File: src/assert_macros.svh
// assertion macros shared by the hash join block
// clock and active-low reset are passed in by each use
`ifndef ASSERT_MACROS_SVH
`define ASSERT_MACROS_SVH

// property must hold at every clock edge outside reset
`define HJ_ASSERT(lbl, clk, rst_n, prop) \
	lbl: assert property (@(posedge clk) disable iff (!rst_n) prop) \
		else $error("hash join assertion failed");

// expression must never be true outside reset
`define HJ_NEVER(lbl, clk, rst_n, prop) \
	`HJ_ASSERT(lbl, clk, rst_n, !(prop))

`endif

File: src/hjbc_pkg.sv
// shared constants, codes and types of the hash join bucket chain counter
// no dependencies
`timescale 1ns / 1ps
`default_nettype none

package hjbc_pkg;

	localparam int MAX_BUILD_DEF = 1024;

	localparam int KIND_W     = 2;
	localparam int KEY_W      = 32;
	localparam int COUNT_W    = 11;
	localparam int TOTAL_W    = 63;
	localparam int SHIFT_W    = 5;
	localparam int BCOUNT_W   = 11;
	localparam int CFG_IDX_W  = 2;
	localparam int CFG_DATA_W = 11;

	localparam logic [KIND_W-1:0] KIND_START = 2'd0;
	localparam logic [KIND_W-1:0] KIND_BUILD = 2'd1;
	localparam logic [KIND_W-1:0] KIND_PROBE = 2'd2;

	localparam logic [CFG_IDX_W-1:0] CFG_RADIX_SHIFT = 2'd0;
	localparam logic [CFG_IDX_W-1:0] CFG_BUILD_COUNT = 2'd1;

	localparam logic [COUNT_W-1:0] COUNT_MAX = '1;

	typedef enum logic [2:0] {
		ST_CLEAR,
		ST_IDLE,
		ST_BUILD_WR,
		ST_PROBE_HEAD,
		ST_PROBE_WALK,
		ST_PROBE_DONE
	} state_t;

	typedef struct packed {
		logic join_clear;
		logic sweep;
		logic accept;
		logic build_wr;
		logic hit_from_head;
		logic hit_from_link;
		logic load_out;
	} cmd_t;

	typedef struct packed {
		logic sweep_last;
		logic build_ok;
		logic head_empty;
		logic link_empty;
		logic out_busy;
	} status_t;

endpackage

`default_nettype wire

File: src/hjbc_ctrl.sv
// controller state machine: sequences clear sweep, build and probe walk
// depends on hjbc_pkg, drives the datapath through cmd_t and reads status_t
`timescale 1ns / 1ps
`default_nettype none

module hjbc_ctrl (
	input  wire logic                          clk,
	input  wire logic                          arst_n,
	input  wire logic                          req_valid,
	input  wire logic [hjbc_pkg::KIND_W-1:0]   req_kind,
	output logic                               req_ready,
	input  wire hjbc_pkg::status_t             st,
	output hjbc_pkg::cmd_t                     cmd
);

	hjbc_pkg::state_t state_q;
	hjbc_pkg::state_t state_d;

	always_ff @(posedge clk or negedge arst_n) begin
		if (!arst_n) begin
			state_q <= hjbc_pkg::ST_CLEAR;
		end else begin
			state_q <= state_d;
		end
	end

	always_comb begin
		state_d = state_q;
		case (state_q)
			hjbc_pkg::ST_CLEAR: begin
				if (st.sweep_last) begin
					state_d = hjbc_pkg::ST_IDLE;
				end
			end
			hjbc_pkg::ST_IDLE: begin
				if (req_valid) begin
					case (req_kind)
						hjbc_pkg::KIND_START: state_d = hjbc_pkg::ST_CLEAR;
						hjbc_pkg::KIND_BUILD: begin
							state_d = st.build_ok ? hjbc_pkg::ST_BUILD_WR : hjbc_pkg::ST_IDLE;
						end
						hjbc_pkg::KIND_PROBE: state_d = hjbc_pkg::ST_PROBE_HEAD;
						default: state_d = hjbc_pkg::ST_IDLE;
					endcase
				end
			end
			hjbc_pkg::ST_BUILD_WR: state_d = hjbc_pkg::ST_IDLE;
			hjbc_pkg::ST_PROBE_HEAD: begin
				state_d = st.head_empty ? hjbc_pkg::ST_PROBE_DONE : hjbc_pkg::ST_PROBE_WALK;
			end
			hjbc_pkg::ST_PROBE_WALK: begin
				if (st.link_empty) begin
					state_d = hjbc_pkg::ST_PROBE_DONE;
				end
			end
			hjbc_pkg::ST_PROBE_DONE: begin
				if (!st.out_busy) begin
					state_d = hjbc_pkg::ST_IDLE;
				end
			end
			default: state_d = hjbc_pkg::ST_IDLE;
		endcase
	end

	always_comb begin
		cmd       = '0;
		req_ready = 1'b0;
		case (state_q)
			hjbc_pkg::ST_CLEAR: cmd.sweep = 1'b1;
			hjbc_pkg::ST_IDLE: begin
				req_ready      = 1'b1;
				cmd.accept     = req_valid;
				cmd.join_clear = req_valid && (req_kind == hjbc_pkg::KIND_START);
			end
			hjbc_pkg::ST_BUILD_WR: cmd.build_wr = 1'b1;
			hjbc_pkg::ST_PROBE_HEAD: cmd.hit_from_head = 1'b1;
			hjbc_pkg::ST_PROBE_WALK: cmd.hit_from_link = 1'b1;
			hjbc_pkg::ST_PROBE_DONE: cmd.load_out = !st.out_busy;
			default: cmd = '0;
		endcase
	end

endmodule

`default_nettype wire

File: config.mk
export PLATFORM = sky130hd
export DESIGN_NAME = hjbc_ctrl
export DESIGN_NICKNAME = d
export VERILOG_FILES = /design/src/assert_macros.svh /design/src/hjbc_pkg.sv /design/src/hjbc_ctrl.sv
export SDC_FILE = /design/constraint.sdc
export NUM_CORES = 1
export LEC_CHECK = 0
export ABC_AREA = 1
export BUFFER_PORTS_ARGS = -buffer_cell sky130_fd_sc_hd__buf_4
export CORE_AREA = 10 10 47 49
export DETAILED_ROUTE_END_ITERATION = 16
export DIE_AREA = 0 0 57 59
export GPL_TIMING_DRIVEN = 0
export HOLD_SLACK_MARGIN = 0.06
export PLACE_DENSITY_LB_ADDON = 0.12
export SLEW_MARGIN = 20
export SYNTH_ARGS = -nofsm -noshare
export SYNTH_HDL_FRONTEND = slang
export SYNTH_SLANG_ARGS = --single-unit
File: constraint.sdc
create_clock -name clk -period 1.41 [get_ports clk]
set_clock_uncertainty 0.15 [all_clocks]
set_input_delay 0.2115 -clock clk [delete_from_list [all_inputs] [get_ports clk]]
set_output_delay 0.2115 -clock clk [all_outputs]
set_load 0.005 [all_outputs]
Word level (Yosys, flattened, before mapping)
Index checks and enable logic that the tools add are counted.
- register bits: 3
- input port bits: 10
- output and inout port bits: 8
- logic and storage cells: 33
- equal/unequal tests: 11
- muxes and demuxes: 16
- reduce and logical (&&, ||, !) cells: 5
- operators with widths (operator ; count):
    $pmux W3 S5 ; 1
    $mux W3 ; 4
    $mux W1 ; 9
    $ne A2 B2 Y1 const B ; 4
    $eq A3 B2 Y1 const B ; 2
    $eq A3 B3 Y1 const B ; 2
    $pmux W2 S3 ; 1
    $reduce_and A4 Y1 ; 1
    $eq A3 B1 Y1 const B ; 1
    $logic_not A3 Y1 ; 1
    $eq A2 B1 Y1 const B ; 1
    $eq A2 B2 Y1 const B ; 1
    $logic_not A2 Y1 ; 1
    $mux W2 ; 1
    $logic_and A1 B1 Y1 ; 1
    $logic_not A1 Y1 ; 1

Longest topological paths before layout
- depth after elaboration: 4
- mapped depth: 7

Worst setup path after synthesis
Ideal clock, no wire load.
- path kind: register -> output
- start: register state_q[2]
- end: output cmd[6] (netlist bit)
- arrival time: 0.934 ns
- data required time: 1.048 ns
- slack: 0.114 ns
- cell stages (with the launch flop): 5
- buffers on the path: 1
- path through: dfrtp_1 -> buf_4 -> nor3_4 -> inv_2 -> nor3_1
- RTL lines (element ; RTL line ; RTL):
    from (decl) ; hjbc_ctrl.sv:16 ; hjbc_pkg::state_t state_q;
    from (signal assigned) ; hjbc_ctrl.sv:21 ; state_q <= hjbc_pkg::ST_CLEAR;
    from (signal assigned) ; hjbc_ctrl.sv:23 ; state_q <= state_d;
    to (decl) ; hjbc_ctrl.sv:13 ; output hjbc_pkg::cmd_t cmd

==> metrics.yaml <==
synth_commonest_cells: "5 x nand2_1, 5 x nor2_1, 4 x inv_2"
cpPeakStageDelay_ns: 0.36
finalSetupViolations: 8
ctsLongestPathBuffers: 2
cts-root-buf: "clkbuf_4"
synth_top_area_share_pct: 25.64
grt.total_usage_pct: 5.106
globalplace.congestion: 0.7379
boundaryPins: 18
hold-worst-slack_ns: 0.1297
fmax_ghz: 0.6469
power_density_mw_per_mm2: 1841
clk_latency_ns: 0.23
syn_nets: 51
crit_required_ns: 1.05
die_h_um: 59
drive_gt1_share_pct: 61.76
synth_seq_cells: 3
numCtsBuffers: 3
setup_ws_ns: -0.1358
die_x_um: 57
async_flop_share_pct: 100.0
fin_util_pct: 39.20
design_area_um2: 549.3
synthToLayoutAreaGrowth_pct: 87.61
synthFlopType: "dfrtp_1"
fin_cells: 84
die_area_mm2: 0.003363
clk_pin_slew_ns: 0.04
slew_viol_final: 0
drt_wl_total_um: 963
yosysSeqAreaShare_pct: 25.64
fin_setup_tns_ns: -0.7159
cp_cell_sequence: "buf_6, nor3_4, inv_2, nor3_2, buf_4"
wl_per_cell_um: 11.46
grt_max_degree: 7
via_per_inst: 4.083
syn_area_um2: 292.8
critPathKind: "register to output port"
endpoint_kind: "output port"
antenna_found_initial: 0
crit_arrival_ns: 1.18
dp.cells: 74
ir_drop_v: 0.0008257
worst_pin_slew_ns: 0.2284
grt_pass1_vias: 355
rows: 14
synth_cells: 41
hp-class: "primary input to register"
period_share_pct: 109.6
yosysTopAreaCell: "dfrtp_1"
fin_crit_ns: 1.546
fillers: 152
first_pass_iters: 4
cp_slowest_cell: "dfrtp_1"
grt_pass1_wl_um: 1414
largest_reg_flops: 3
dp_hpwl_um: 708.1
grt_overflow: 0
yosysWarnings: 0
clkSinkCount: 3
path_max_fanout: 6
vias: 343
initial_core_util_pct: 20.89
maxCapViolCount: 0
first_iter_violations: 2
synth_edf_count: 0
syn_avg_cell_area_um2: 7.141
rsz0062_at_grt: "true"
core_mm2: 0.001401
ys_top_cells_by_area: "dfrtp_1 26%, nor3_2 6.8%, nand2_1 6.4%"
antenna_cells: 0
final-hold-violation-count: 0
fin_nets: 79
largest-register: "state_q"
ys_types: 20
reg_top3: "state_q x3"
portBuffers: 17
drc: 0
violations: "setup timing"
cts_tree: "yes"
final_antenna_net_count: 0
leakagePower_nw: 0.2769
slew_headroom_pct: 84.76
h-tree-depth: 1
placed_cell_area_um2: 440.4
critical_path.startpoint_type: "register"
status: "complete, but fails checks"
==> report_power, final <==
part / switching (W) / internal, W / total [W]
Clock: 0.0000449 / 0.000106 / 0.000151
Combinational: 0.000348 / 0.000337 / 0.000685
Sequential: 0.0000526 / 0.000123 / 0.000175
Total: 0.000445 / 0.000566 / 0.00101
==> cells by family (layout without fill, tap and decap cells) <==
kind of cell           after synthesis  count (layout)  synth area share (%)
AO/OA/AOI/OAI                        2               2                 5.130
buffers and inverters                8              35                 11.54
flip-flops                           3               3                 25.64
AND/OR/NAND/NOR                     28              28                 57.70
==> what timing repair did <==
item                                    4_1_cts  5_1_grt
hold endpoints to repair                      3        0
resized for setup                             5        2
endpoints found under the setup margin        8        9
setup buffers                                 4        1
hold buffers                                  1        0
pin swaps                                     4        0
==> cell usage in the layout, fill, tap and decap left out, types with 2 or more instances in the layout <==
| master | netlist | final |
|---|---|---|
| inv_2 | 4 | 4 |
| nor3_2 | 2 | 3 |
| nor2_4 | 0 | 2 |
| inv_1 | 3 | 3 |
| clkbuf_4 | 0 | 3 |
| nor2_1 | 5 | 5 |
| nand3_1 | 3 | 3 |
| nand2_2 | 2 | 2 |
| buf_4 | 1 | 22 |
| dfrtp_1 | 3 | 2 |
| nand2_1 | 5 | 5 |
==> routing by layer <==
metal,up-vias,global-route usage [%],share of wire [%]
met5,-,0,0
met4,0,4.027,0.93
met3,2,2.146,6.4
met2,12,7.287,50
met1,142,5.840,43
li1,187,-,-
==> metrics by stage <==
| step | power, W | setup WS (ns) |
|---|---|---|
| after floorplan | 0.0004921 | 0.1142 |
| after global placement | 0.0006926 | -0.03090 |
| after detailed placement | 0.0006829 | -0.01952 |
| after CTS | 0.0009654 | -0.1531 |
| after global routing | 0.001095 | -0.1910 |
| final | 0.001011 | -0.1358 |
==> layout make-up <==
class / instances / area [µm²] / share of cell area (%)
repair buffers: 23 / 175.2 / 31.89
flip-flops and latches: 3 / 76.32 / 13.90
plain buffers: 1 / 11.26 / 2.050
multi-input cells: 30 / 214.0 / 38.95
clock buffers: 4 / 26.28 / 4.784
well taps: 16 / 20.02 / 3.645
inverters: 7 / 26.28 / 4.784
==> critical path, delay by kind of cell, from the launching register on <==
family | cells | cell delay, ns
DFF | 1 | 0.36
buffers and inverters | 3 | 0.32
and+or+nand+nor | 2 | 0.27
==> path summary, 6_finish.rpt <==
path | startpoint | end | slack [ns] | cells after the start
setup / recovery | state_q[2]$_DFFE_PN0P_ | cmd[6] | -0.14 | 5
hold / removal | req_kind[0] | state_q[1]$_DFFE_PN0P_ | 0.13 | 4
setup reg to reg | state_q[0]$_DFFE_PN0P_ | state_q[0]$_DFFE_PN0P_ | 0.03 | 8
hold reg to reg | state_q[2]$_DFFE_PN0P_ | state_q[0]$_DFFE_PN0P_ | 0.54 | 5
max in group asynchronous | arst_n | state_q[1]$_DFFE_PN0P_ | 0.85 | 2
min in group asynchronous | arst_n | state_q[0]$_DFFE_PN0P_ | 0.16 | 2
No activity file was read; power rests on OpenSTA's default activity.
